===== src/design/tcdmr_pkg.sv =====
`timescale 1ns / 1ps
// ----------------------------------------------------------------------------
// tcdmr_pkg
// Shared types, constants and the colour quantizer for the dirty map renderer.
// ----------------------------------------------------------------------------
package tcdmr_pkg;

  // Default dirty map depth
  localparam int MAX_CELLS_DEF = 4096;

  // Widths fixed by the item fields
  localparam int COLS_W   = 8;
  localparam int ROWS_W   = 7;
  localparam int COL_W    = 7;
  localparam int ROW_W    = 6;
  localparam int IDX_W    = 12;
  localparam int WORD_W   = 16;
  // Linear index reachable by a rectangle walk: 63 * 255 + 127 < 2**14
  localparam int LIN_W    = 14;
  // Compare width, wide enough to hold the largest map depth itself
  localparam int CMP_W    = 17;
  localparam int AREA_W   = COLS_W + ROWS_W;

  // Configuration port
  localparam int CFG_IDX_W  = 1;
  localparam int CFG_DATA_W = 8;
  localparam logic [CFG_IDX_W-1:0] CFG_SCREEN_COLS = 1'b0;
  localparam logic [CFG_IDX_W-1:0] CFG_SCREEN_ROWS = 1'b1;
  localparam logic [COLS_W-1:0] COLS_RESET = 8'd80;
  localparam logic [ROWS_W-1:0] ROWS_RESET = 7'd25;

  // Opcodes
  localparam logic [1:0] OP_INVALIDATE = 2'd0;
  localparam logic [1:0] OP_PRESENT    = 2'd1;
  localparam logic [1:0] OP_CLEAR      = 2'd2;

  // Dim mask clears both intensity bits
  localparam logic [WORD_W-1:0] DIM_MASK = 16'h77FF;

  typedef struct packed {
    logic [1:0]       opcode;
    logic [COL_W-1:0] col_first;
    logic [ROW_W-1:0] row_first;
    logic [COL_W-1:0] col_last;
    logic [ROW_W-1:0] row_last;
    logic [IDX_W-1:0] cell_index;
    logic [7:0]       char_code;
    logic [23:0]      fg_rgb;
    logic [23:0]      bg_rgb;
    logic             dim_flag;
  } cmd_t;

  typedef struct packed {
    logic [IDX_W-1:0]  write_index;
    logic [WORD_W-1:0] cell_word;
  } res_t;

  typedef enum logic [2:0] {
    ST_IDLE,
    ST_CLEAR,
    ST_RECT_SETUP,
    ST_RECT_WALK,
    ST_PRES_READ,
    ST_PRES_EMIT
  } state_t;

  // Controller to datapath
  typedef struct packed {
    logic capture;     // take the accepted beat
    logic clr_start;   // restart the clearing sweep
    logic clr_step;    // clear one entry
    logic rect_load;   // set up walk counters
    logic rect_step;   // mark one cell, advance
    logic pres_read;   // read dirty bit, build word
    logic pres_emit;   // load result, clear bit
  } ctl_cmd_t;

  // Datapath to controller
  typedef struct packed {
    logic clr_last;
    logic rect_empty;
    logic rect_last;
    logic pres_in_range;
    logic pres_dirty;
    logic res_busy;
  } ctl_sts_t;

  // Colour to IRGB; low-saturation colours become one of four greys
  function automatic logic [3:0] to_irgb(input logic [23:0] rgb);
    logic [7:0] r;
    logic [7:0] g;
    logic [7:0] b;
    logic [7:0] hi;
    logic [7:0] lo;
    logic [8:0] sum;
    logic [7:0] avg;
    logic [3:0] q;
    r = rgb[23:16];
    g = rgb[15:8];
    b = rgb[7:0];
    hi = r;
    lo = r;
    if (g > hi) hi = g;
    if (g < lo) lo = g;
    if (b > hi) hi = b;
    if (b < lo) lo = b;
    sum = {1'b0, hi} + {1'b0, lo};
    avg = sum[8:1];
    if ((hi - lo) < 8'h50) begin
      if (avg < 8'h40)       q = 4'h0;
      else if (avg <= 8'h80) q = 4'h8;
      else if (avg < 8'hC0)  q = 4'h7;
      else                   q = 4'hF;
    end else begin
      q = {hi >= 8'd192, r >= 8'h80, g >= 8'h80, b >= 8'h80};
    end
    return q;
  endfunction

endpackage


===== src/design/tcdmr_ctrl.sv =====
`timescale 1ns / 1ps
// ----------------------------------------------------------------------------
// tcdmr_ctrl
// Sequencer: accepts one beat at a time and steps the datapath through it.
// ----------------------------------------------------------------------------
module tcdmr_ctrl (
  input  logic                clk,
  input  logic                rst,
  input  logic                cmd_valid,
  input  logic [1:0]          cmd_opcode,
  output logic                cmd_stall,
  input  tcdmr_pkg::ctl_sts_t sts,
  output tcdmr_pkg::ctl_cmd_t ctl
);

  tcdmr_pkg::state_t state;
  tcdmr_pkg::state_t state_next;

  always_ff @(posedge clk) begin
    if (rst) begin
      state <= tcdmr_pkg::ST_CLEAR;  // map swept clear after reset
    end else begin
      state <= state_next;
    end
  end

  always_comb begin
    state_next = state;
    ctl        = '0;
    cmd_stall  = 1'b1;
    case (state)
      tcdmr_pkg::ST_IDLE: begin
        cmd_stall = 1'b0;
        if (cmd_valid) begin
          ctl.capture = 1'b1;
          case (cmd_opcode)
            tcdmr_pkg::OP_INVALIDATE: state_next = tcdmr_pkg::ST_RECT_SETUP;
            tcdmr_pkg::OP_PRESENT:    state_next = tcdmr_pkg::ST_PRES_READ;
            tcdmr_pkg::OP_CLEAR: begin
              ctl.clr_start = 1'b1;
              state_next    = tcdmr_pkg::ST_CLEAR;
            end
            default: state_next = tcdmr_pkg::ST_IDLE;
          endcase
        end
      end
      tcdmr_pkg::ST_CLEAR: begin
        ctl.clr_step = 1'b1;
        if (sts.clr_last) state_next = tcdmr_pkg::ST_IDLE;
      end
      tcdmr_pkg::ST_RECT_SETUP: begin
        if (sts.rect_empty) begin
          state_next = tcdmr_pkg::ST_IDLE;
        end else begin
          ctl.rect_load = 1'b1;
          state_next    = tcdmr_pkg::ST_RECT_WALK;
        end
      end
      tcdmr_pkg::ST_RECT_WALK: begin
        ctl.rect_step = 1'b1;
        if (sts.rect_last) state_next = tcdmr_pkg::ST_IDLE;
      end
      tcdmr_pkg::ST_PRES_READ: begin
        if (sts.pres_in_range) begin
          ctl.pres_read = 1'b1;
          state_next    = tcdmr_pkg::ST_PRES_EMIT;
        end else begin
          state_next = tcdmr_pkg::ST_IDLE;
        end
      end
      tcdmr_pkg::ST_PRES_EMIT: begin
        if (!sts.pres_dirty) begin
          state_next = tcdmr_pkg::ST_IDLE;
        end else if (!sts.res_busy) begin
          ctl.pres_emit = 1'b1;
          state_next    = tcdmr_pkg::ST_IDLE;
        end
      end
      default: state_next = tcdmr_pkg::ST_IDLE;
    endcase
  end

endmodule


===== config.mk =====
export PLATFORM = sky130hd
export DESIGN_NAME = tcdmr_ctrl
export DESIGN_NICKNAME = d
export VERILOG_FILES = /design/src/design/tcdmr_pkg.sv /design/src/design/tcdmr_ctrl.sv
export SDC_FILE = /design/constraint.sdc
export NUM_CORES = 1
export LEC_CHECK = 0
export BUFFER_PORTS_ARGS = -buffer_cell sky130_fd_sc_hd__buf_2
export CAP_MARGIN = 20
export CORE_AREA = 2 2 39 41
export CTS_CLUSTER_DIAMETER = 40
export CTS_CLUSTER_SIZE = 40
export DETAILED_ROUTE_END_ITERATION = 12
export DIE_AREA = 0 0 41 43
export GPL_ROUTABILITY_DRIVEN = 0
export SYNTH_ARGS = -nofsm -noshare
export SYNTH_HDL_FRONTEND = slang
export SYNTH_SLANG_ARGS = --single-unit

===== constraint.sdc =====
create_clock -name clk -period 1.6 [get_ports clk]
set_input_delay 0.16 -clock clk [delete_from_list [all_inputs] [get_ports clk]]
set_output_delay 0.16 -clock clk [all_outputs]
set_load 0.01 [all_outputs]

======== Word level (Yosys, flattened, before mapping) ========
Index checks and enable logic that the tools add are counted.
word-level totals
  word-level logic and storage cells ...... 37
  flip-flop bits (word level) ............. 3
  output and inout bits ................... 8
  input bits .............................. 11
operators by class
  eq/ne operators ......................... 11
  reduce and logical (&&, ||, !) cells .... 3
  multiplexer cells ....................... 22
operator list
  kind                                                 count
  two-way mux 3 bit                                    6
  case mux 3 bit (6 select lines)                      1
  two-way mux 1 bit                                    11
  case mux 3 bit (3 select lines)                      1
  equality test 3 x 2 -> 1 bit, second input constant  2
  equality test 3 bit, second input constant           2
  two-way mux 2 bit                                    3
  != test 2 bit, second input constant                 3
  AND reduction 4 bit                                  1
  equality test 3 x 1 -> 1 bit, second input constant  1
  logical NOT 3 bit                                    1
  != test 3 bit, second input constant                 1
  equality test 2 x 1 -> 1 bit, second input constant  1
  equality test 2 bit, second input constant           1
  logical NOT 2 bit                                    1

======== Longest topological paths before layout ========
Gate-level depths: netlist (run 1).
  word-level depth ........................ 4
  mapped depth ............................ 5
  depth with buffers taken out ............ 4

======== Worst setup path before layout (run 1) ========
OpenSTA, ideal clock, no wires.
  path type ............................... reg2out
  from .................................... register state[2]
  to ...................................... output ctl[5] (netlist bit)
  path buffers ............................ 1
  slack ................................... 0.259 ns
  cell stages (with the launch flop) ...... 5
  required time ........................... 1.440 ns
  arrival time ............................ 1.181 ns
  cells stage by stage .................... dfxtp_1 > buf_6 > or3_4 > nor3b_2 > and2_1
RTL lines
  element                   RTL line          text
  start: declaration        tcdmr_ctrl.sv:16  tcdmr_pkg::state_t state;
  start signal: assignment  tcdmr_ctrl.sv:21  state <= tcdmr_pkg::ST_CLEAR;
  start signal: assignment  tcdmr_ctrl.sv:23  state <= state_next;
  end: declaration          tcdmr_ctrl.sv:13  output tcdmr_pkg::ctl_cmd_t ctl

==> qor.txt, run 1 <==
critical path capture point type: primary output
Worst-Margin Slew: 0.238 ns
clk buf depth: 2
CTS clk-pin slew, worst paths: 0.04 ns
drt wl/cell: 9.90 um
sequential area share after synthesis: 20.1%
Sink Count: 3
max_cap viols: 0
Leak: 0.209 nW
Hold Vio Cnt, Final: 0
synth top area cells: dfxtp_1 20%, a21oi_1 8.4%, nor4b_1 5.9%, nor3b_1 5.0%, or4_1 5.0%
Clock Skew: 0.00153 ns
Via Count: 363
post-synthesis compound-gate area fraction: 15.9%
CP delay by family, top: simple AND/OR/NAND/NOR gates
Critical Path RT: 1.44 ns
worst hold slack: 0.129 ns
Cells after DPL: 73
# IOs: 19
Filler cells: 155
Slew Viols, Final: 0
maximum VDD drop: 0.000385 V
Final Setup Violations: 0
Worst Hold Class: primary input to flop
Routed WL: 792 um
die span in y: 43 um
post-synthesis adder-cell area fraction: 0%
Routed Antenna Nets: 0
Slew HR: 83.9%
Synth top area share: 20.1%
Tmin final: 1.56 ns
largest net degree at the start of global routing: 12
vias per inst: 4.54
final non-filler cell total: 80
number of global-route vias before repair: 313
number of placement rows: 14
register with the most flip-flops: state
Syn Area/Cell: 7.48 um2
core area: 1380 um2
initial antenna violation count: 0
global route overflow: 0
fin crit share: 97.3%
CTS Hold Buffers Added: 0
outcome: finished, final reports clean
most frequent cells in the layout: 18 x buf_2, 5 x a21oi_1, 5 x buf_4
total CTS buffers: 3
Crit path depth: 4
Post-Synthesis Net Count: 51
crit-path max FO: 2
total track usage: 11.0%
Simple-Gate Fraction of Synth Area: 50.2%
commonest non-fill, non-tap cell in the layout: buf_2
final instance area: 465 um2
Placed Area: 404 um2
total of warnings raised by yosys: 0
post-synthesis xor/xnor area fraction: 0%
DIE WIDTH: 41 um
Buf+Inv Stages, Crit Path: 1
post-synthesis cell count: 40
Yosys reg bits: 3
Layout Nets: 76
Post-Synthesis Cell Area: 299 um2
full die area: 1760 um2
slowest library cell on the worst path: or3_4
arrival time worst endpoint: 1.40 ns
H-tree levels: 1
Yosys cell types: 25
total chip power: 0.000329 W
DRT Pass-1 Iters: 2
DRT iter0 DRCs: 8
first-pass GRT wire length: 1.32 mm
max frequency: 0.642 GHz
layout cells sized above 1: 50.0%
Largest regs: state: 3 flops
Largest register FFs: 3
Hold Crit Depth: 2
CTS root buf: clkbuf_4
unrepaired setup endpoints after global routing: yes
R2R Setup Slk: 0.13 ns
DRC viols: 0
main combinational cell family by area after synthesis: simple AND/OR/NAND/NOR gates
clk_lat worst skew: 0.23 ns
Cell Pwr Density: 707 nW/um2
Max stage delay on crit path: 0.40 ns
Setup crit start kind: flop
multiplexer share of the synthesized area: 3.35%
R2R depth: 5
Port Buf Inserts: 18
largest area contributor in the netlist: dfxtp_1
# diodes: 0
critical path type: flop to primary output
Cell Chain, Critical Path: or3_4 -> nor3b_4 -> and2_1 -> buf_2
Initial Util: 21.6%
Area growth, synth to finish: 55.6%
CTS tree: yes
==> path summary, 6_finish.rpt <==
path	end	start
worst max-delay path	ctl[5]	state[2]
worst min-delay path	state[2]	rst
worst max register to register	state[0]	state[2]
worst min register to register	state[2]	state[1]
==> cell usage after synthesis <==
cell	n
a21oi_1	5
a21oi_2	1
a22oi_1	1
a31oi_1	1
and2_1	1
and3_1	1
buf_2	1
buf_6	1
clkbuf_1	1
dfxtp_1	3
inv_1	3
mux2i_1	1
nand2_1	2
nand3b_1	1
nand4_1	2
nor2_1	2
nor3_1	2
nor3b_1	2
nor3b_2	1
nor4_1	1
nor4b_1	2
or3_1	1
or3_4	1
or3b_1	1
or4_1	2
==> repair_timing <==
item                                    4_1_cts  5_1_grt
setup buffers                                 3        0
endpoints found under the setup margin        1        1
gates resized for setup                       5        0
cloned                                        0        0
pin swaps                                     2        2
==> kinds of logic after synthesis <==
kind of cell    count (synthesis)
simple gates                   22
buf+inv                         6
compound gates                  8
mux                             1
flops                           3
==> final cells by class <==
class | count | area (um2) | share of cell area, %
Sequential cell | 3 | 66.3 | 14.2
Multi-Input combinational cell | 31 | 214 | 46.0
Timing Repair Buffer | 23 | 128 | 27.4
Clock buffer | 4 | 26.3 | 5.65
Tap cell | 16 | 20.0 | 4.30
Inverter | 3 | 11.3 | 2.42
==> power by group <==
part           leakage (nW)  switching (W)  internal (W)  total [W]
sequential           0.0256     0.00000730     0.0000809  0.0000882
clock                0.0150      0.0000404     0.0000935   0.000134
combinational         0.168      0.0000515     0.0000556   0.000107
total                 0.209      0.0000992      0.000230   0.000329
==> metrics by stage <==
step           setup WS (ns)  util (%)  TNS (ns)
2_1_floorplan          0.259         -         0
3_3_place_gp           0.168      29.2         0
3_5_place_dp           0.149      29.2         0
4_1_cts              0.00145      33.6         0
5_1_grt              -0.0232      33.6   -0.0232
6_report              0.0426      33.6         0
==> routing by layer <==
| metal | share of wire, % | global-route usage, % |
|---|---|---|
| met1 | 45 | 15.4 |
| met4 | 0 | 2.00 |
| met2 | 46 | 14.7 |
| met5 | 0 | 0 |
| met3 | 9.1 | 6.28 |
==> worst register-to-register path, stage by stage, from the launching register on <==
cell and delay (ns):
dfxtp_4 0.33, buf_4 0.16, or3_1 0.37, a21oi_2 0.21
nor3b_1 0.21, a21oi_1 0.06
Note: power is estimated with default switching activity, not from simulation.
==> inputs of run 2 (changes only) <==
--- a/config.mk
+++ b/config.mk
@@ -13,6 +13,7 @@
 export DETAILED_ROUTE_END_ITERATION = 12
 export DIE_AREA = 0 0 41 43
 export GPL_ROUTABILITY_DRIVEN = 0
+export GPL_TIMING_DRIVEN = 0
 export SYNTH_ARGS = -nofsm -noshare
 export SYNTH_HDL_FRONTEND = slang
 export SYNTH_SLANG_ARGS = --single-unit
==> run 2 against run 1 <==
Flip-flop and latch count did not move; hold slack got worse by 0.0071 ns; global-route usage fell by 0.30 points; critical path depth did not move; power fell by 1.0%; wire length rose by 1.6%; design area fell by 1.3%; largest cell class unchanged; highest routed layer unchanged.
==> qor.txt, run 2 (synthesized netlist as in run 1, its figures left out) <==
commonest non-fill, non-tap cell in the layout: buf_2
number of placement rows: 14 (unchanged)
Tmin final: 1.56 ns (+0.00125 ns)
total track usage: 10.7% (-0.30 points)
Routed WL: 805 um (+1.6%)
Hold Vio Cnt, Final: 0 (unchanged)
Sink Count: 3 (unchanged)
Gate power share: 32.5% (about the same)
Cell Pwr Density: 710 nW/um2 (+0.33%)
most frequent cells in the layout: 19 x buf_2, 5 x a21oi_1, 3 x inv_1, 3 x clkbuf_4, 3 x buf_4
Largest register FFs: 3 (unchanged)
max frequency: 0.642 GHz (about the same)
critical path type: flop to primary output
HPWL Detailed: 599 um
Placed Area: 409 um2 (+1.2%)
Internal: 0.000227 W (-1.3%)
Final Util: 33.2% (-0.45 points)
# IOs: 19 (unchanged)
P_sw: 0.0000987 W (-0.47%)
max_cap viols: 0 (unchanged)
final instance area: 459 um2 (-1.3%)
# diodes: 0 (unchanged)
Initial Util: 21.6% (unchanged)
global route overflow: 0 (unchanged)
clk buf depth: 2 (unchanged)
full die area: 1760 um2 (unchanged)
Setup crit start kind: flop
CTS clk-pin slew, worst paths: 0.04 ns (about the same)
total chip power: 0.000326 W (-1.0%)
final worst slack: 0.0413 ns (-0.00125 ns)
Clk pwr share: 41.0% (+0.3 points)
fin crit share: 97.4% (about the same)
Port Buf Inserts: 18 (unchanged)
unrepaired setup endpoints after global routing: yes
Slew HR: 84.4% (+0.50 points)
DIE WIDTH: 41 um (unchanged)
Flop pwr share: 26.5% (-0.3 points)
layout cells sized above 1: 48.4% (-1.6 points)
Routed Antenna Nets: 0 (unchanged)
die span in y: 43 um (unchanged)
final non-filler cell total: 80 (unchanged)
Clock Skew: 0.000815 ns (-0.000712 ns)
Cells after DPL: 74 (+1.4%)
Final Setup Violations: 0 (unchanged)
Leak: 0.208 nW (-0.47%)
crit-path max FO: 2 (unchanged)
initial antenna violation count: 0 (unchanged)
CTS tree: yes
drt wl/cell: 10.1 um (+1.6%)
CTS Hold Buffers Added: 0 (unchanged)
total CTS buffers: 3 (unchanged)
DP Worst Slack: 0.151 ns (+0.00257 ns)
Sw Share: 30.3% (+0.17 points)
Largest regs: state: 3 flops
DRT iter0 DRCs: 2 (-6)
first-pass GRT wire length: 1.28 mm (-2.6%)
Worst-Margin Slew: 0.232 ns (-0.00626 ns)
Critical Path RT: 1.44 ns (about the same)
Area growth, synth to finish: 53.6%
largest net degree at the start of global routing: 12 (unchanged)
number of global-route vias before repair: 315 (+0.64%)
CTS root buf: clkbuf_4
vias per inst: 4.66 (+2.8%)
core area: 1380 um2 (unchanged)
clk_lat worst skew: 0.23 ns (about the same)
Worst Hold Class: primary input to flop
register with the most flip-flops: state
arrival time worst endpoint: 1.40 ns (about the same)
critical path capture point type: primary output
H-tree levels: 1 (unchanged)
maximum VDD drop: 0.000379 V (-1.5%)
Via Count: 373 (+2.8%)
Slew Viols, Final: 0 (unchanged)
Layout Nets: 76 (unchanged)
DRC viols: 0 (unchanged)
outcome: finished, final reports clean
DRT Pass-1 Iters: 2 (unchanged)
## run 2: path summary, 6_finish.rpt
kind / start / endpoint / slack [ns] / depth (start not counted)
worst max register to register: state[2] / state[0] / 0.12 / 5
worst max-delay path: state[2] / ctl[5] / 0.04 / 4
worst min register to register: state[0] / state[2] / 0.56 / 2
worst min-delay path: rst / state[2] / 0.12 / 2
## run 2: routing by layer
layer / global-route usage, % / vias to the layer above / share of wire [%]
met4: 2.00 / 0 / 0
met5: 0 / - / 0
li1: - / 197 / -
met1: 14.4 / 162 / 45
met3: 6.28 / 0 / 9.1
met2: 14.7 / 14 / 46
## run 2: stage by stage
step / hold WS [ns] / setup TNS, ns
floorplan: 0.229 / 0
detailed placement: 0.371 / 0
global route: 0.127 / -0.0487
global placement: 0.374 / 0
finish: 0.122 / 0
CTS: 0.111 / 0
## run 2: final cells by class
cell class	instances	area [um2]
Fill cell	163	925
Multi-Input combinational cell	31	214
Timing Repair Buffer	21	113
Sequential cell	3	65.1
Clock buffer	4	26.3
Tap cell	16	20.0
Inverter	3	11.3
Buffer	2	10.0
## run 2: what timing repair did
action                     4_1_cts  5_1_grt
setup endpoints to repair        1        3
gates cloned                     0        0
pin swaps                        3        2
setup buffers                    3        0
resized for setup                3        3
## run 2: critical path, cell delays in order (launching register included)
cell and delay (ns):
dfxtp_4 0.33, or3_4 0.39, nor3b_4 0.18, and2_1 0.14, buf_2 0.12
## run 2: power groups by stage
stage,Sequential (W),Combinational [W],Clock [W]
after global routing,0.0000874,0.000119,0.000154
after global placement,0.0000882,0.0000949,0
final,0.0000865,0.000106,0.000134
after floorplan,0.0000865,0.0000600,0
after CTS,0.0000857,0.000106,0.000143
after detailed placement,0.0000883,0.0000957,0
==> inputs of run 3 (changes only) <==
--- a/config.mk
+++ b/config.mk
@@ -14,6 +14,7 @@
 export DIE_AREA = 0 0 41 43
 export GPL_ROUTABILITY_DRIVEN = 0
 export GPL_TIMING_DRIVEN = 0
+export SETUP_SLACK_MARGIN = 0.05
 export SYNTH_ARGS = -nofsm -noshare
 export SYNTH_HDL_FRONTEND = slang
 export SYNTH_SLANG_ARGS = --single-unit
==> run 3 against run 2 <==
Power rose by 1.3%; clock skew did not move; fmax barely moved; hold slack improved by 0.013 ns; die area did not move; combinational power rose by 4%; global-route usage did not move; core utilization rose by 1.3 points; sequential power barely moved; register-to-register slack improved by 0.03 ns; clock power barely moved; critical endpoint unchanged.
==> qor.txt, run 3 (synthesized netlist as in run 1, its figures left out) <==
Max stage delay on crit path: 0.39 ns (about the same)
Clk pwr share: 40.5% (-0.5 points)
Layout Nets: 76 (unchanged)
vias per inst: 4.78 (+2.4%)
# IOs: 19 (unchanged)
core area: 1380 um2 (unchanged)
Largest register FFs: 3 (unchanged)
Hold Vio Cnt, Final: 0 (unchanged)
Internal: 0.000228 W (+0.35%)
drt wl/cell: 10.3 um (+2.4%)
commonest non-fill, non-tap cell in the layout: buf_2
number of global-route vias before repair: 315 (unchanged)
Placed Area: 409 um2 (unchanged)
total track usage: 10.7% (unchanged)
Sw Share: 30.9% (+0.63 points)
max_cap viols: 0 (unchanged)
Buf+Inv Stages, Crit Path: 1 (unchanged)
Gate power share: 33.2% (+0.7 points)
Worst Setup EP: ctl[5]
total CTS buffers: 3 (unchanged)
max frequency: 0.641 GHz (about the same)
outcome: finished, final reports clean
met3 Use GR: 6.28% (unchanged)
fin crit share: 97.4% (about the same)
Slew HR: 85.6% (+1.2 points)
# diodes: 0 (unchanged)
DP Worst Slack: 0.151 ns (unchanged)
Initial Util: 21.6% (unchanged)
unrepaired setup endpoints after global routing: yes
critical path type: flop to primary output
first-pass GRT wire length: 1.28 mm (unchanged)
crit-path max FO: 2 (unchanged)
Final Setup Violations: 0 (unchanged)
Via Count: 382 (+2.4%)
slowest library cell on the worst path: or3_4
number of placement rows: 14 (unchanged)
Critical Path RT: 1.44 ns (about the same)
arrival time worst endpoint: 1.40 ns (about the same)
H-tree levels: 1 (unchanged)
die span in y: 43 um (unchanged)
Tmin final: 1.56 ns (+0.000479 ns)
Cell Chain, Critical Path: or3_4 -> nor3b_4 -> and2_1 -> buf_2
R2R depth: 5 (unchanged)
worst reg2reg endpoint: state[0]
DRT iter0 DRCs: 5 (+3)
critical path capture point type: primary output
CTS clk-pin slew, worst paths: 0.04 ns (about the same)
full die area: 1760 um2 (unchanged)
Setup crit start kind: flop
CTS root buf: clkbuf_4
DRT Pass-1 Iters: 3 (+1)
Slew Viols, Final: 0 (unchanged)
initial antenna violation count: 0 (unchanged)
R2R Setup Slk: 0.15 ns (+0.03 ns)
P_sw: 0.000102 W (+3.4%)
Fin Setup TNS: 0 ns (unchanged)
Clock Skew: 0.000815 ns (unchanged)
DRC viols: 0 (unchanged)
Critical R2R Launch: state[2]
GRT met1 Usage: 14.4% (unchanged)
layout cells sized above 1: 53.1% (+4.7 points)
final instance area: 477 um2 (+3.8%)
DIE WIDTH: 41 um (unchanged)
Routed Antenna Nets: 0 (unchanged)
CP startpoint: state[2]
CP delay by family, top: simple AND/OR/NAND/NOR gates
global route overflow: 0 (unchanged)
Port Buf Inserts: 18 (unchanged)
Flop pwr share: 26.2% (-0.3 points)
gr busiest metal: met2
met2 GRT Util: 14.7% (unchanged)
clk buf depth: 2 (unchanged)
clk_lat worst skew: 0.23 ns (about the same)
most frequent cells in the layout: 19 x buf_2, 5 x a21oi_1, 3 x inv_1, 3 x clkbuf_4, 3 x buf_4
Worst Hold Class: primary input to flop
Sink Count: 3 (unchanged)
Largest regs: state: 3 flops
Worst-Margin Slew: 0.213 ns (-0.0188 ns)
Routed WL: 824 um (+2.4%)
Cell Pwr Density: 692 nW/um2 (-2.5%)
largest net degree at the start of global routing: 12 (unchanged)
Crit path depth: 4 (unchanged)
maximum VDD drop: 0.000379 V (about the same)
HPWL Detailed: 599 um (unchanged)
Leak: 0.210 nW (+1.0%)
CTS tree: yes
register with the most flip-flops: state
Area growth, synth to finish: 59.4%
final worst slack: 0.0409 ns (-0.000479 ns)
-- run 3: cell counts in the layout (fill, tap and decap cells not counted) --
Identical to the previous run, type by type.
-- run 3: area by class of cell --
class / count / area, um2
Clock buffer: 4 / 26.3
Timing Repair Buffer: 21 / 113
Inverter: 3 / 11.3
Tap cell: 16 / 20.0
Fill cell: 161 / 907
Sequential cell: 3 / 65.1
Buffer: 2 / 10.0
Multi-Input combinational cell: 31 / 231
-- run 3: power by group through the flow --
| stage | combinational, W | sequential, W | clock (W) |
|---|---|---|---|
| floorplan | 0.0000600 | 0.0000865 | 0 |
| global placement | 0.0000949 | 0.0000882 | 0 |
| detailed placement | 0.0000957 | 0.0000883 | 0 |
| CTS | 0.000107 | 0.0000858 | 0.000143 |
| global route | 0.000122 | 0.0000874 | 0.000154 |
| finish | 0.000110 | 0.0000865 | 0.000134 |
-- run 3: routing by layer --
metal  part of all wire [%]  up-vias
li1                       -      198
met1                     45      170
met2                     46       14
met3                    8.9        0
met4                      0        0
met5                      0        -
-- run 3: how the worst min path moves through the flow --
stage               start       end  slack, ns  depth (start not counted)
finish                rst  state[2]       0.13                          2
global route          rst  state[2]       0.14                          2
detailed placement    rst  state[1]       0.37                          2
CTS                   rst  state[2]       0.11                          2
floorplan             rst  state[1]       0.23                          1
global placement      rst  state[1]       0.37                          2
-- run 3: stage by stage --
step                power (W)  util, %  cells  hold WS, ns
finish               0.000330     34.4     80        0.135
global route         0.000363     34.4     80        0.141
CTS                  0.000336     33.1     80        0.111
detailed placement   0.000184     29.6     74        0.371
global placement     0.000183     29.6     74        0.374
floorplan            0.000146        -     40        0.229
-- run 3: what timing repair did --
| item | CTS | global route |
|---|---|---|
| hold buffers | 0 | 0 |
| buffers inserted | 3 | 0 |
| pin swaps | 3 | 2 |
| gates resized for setup | 4 | 4 |
| endpoints found under the hold margin | 0 | 0 |
| setup endpoints to repair | 2 | 5 |
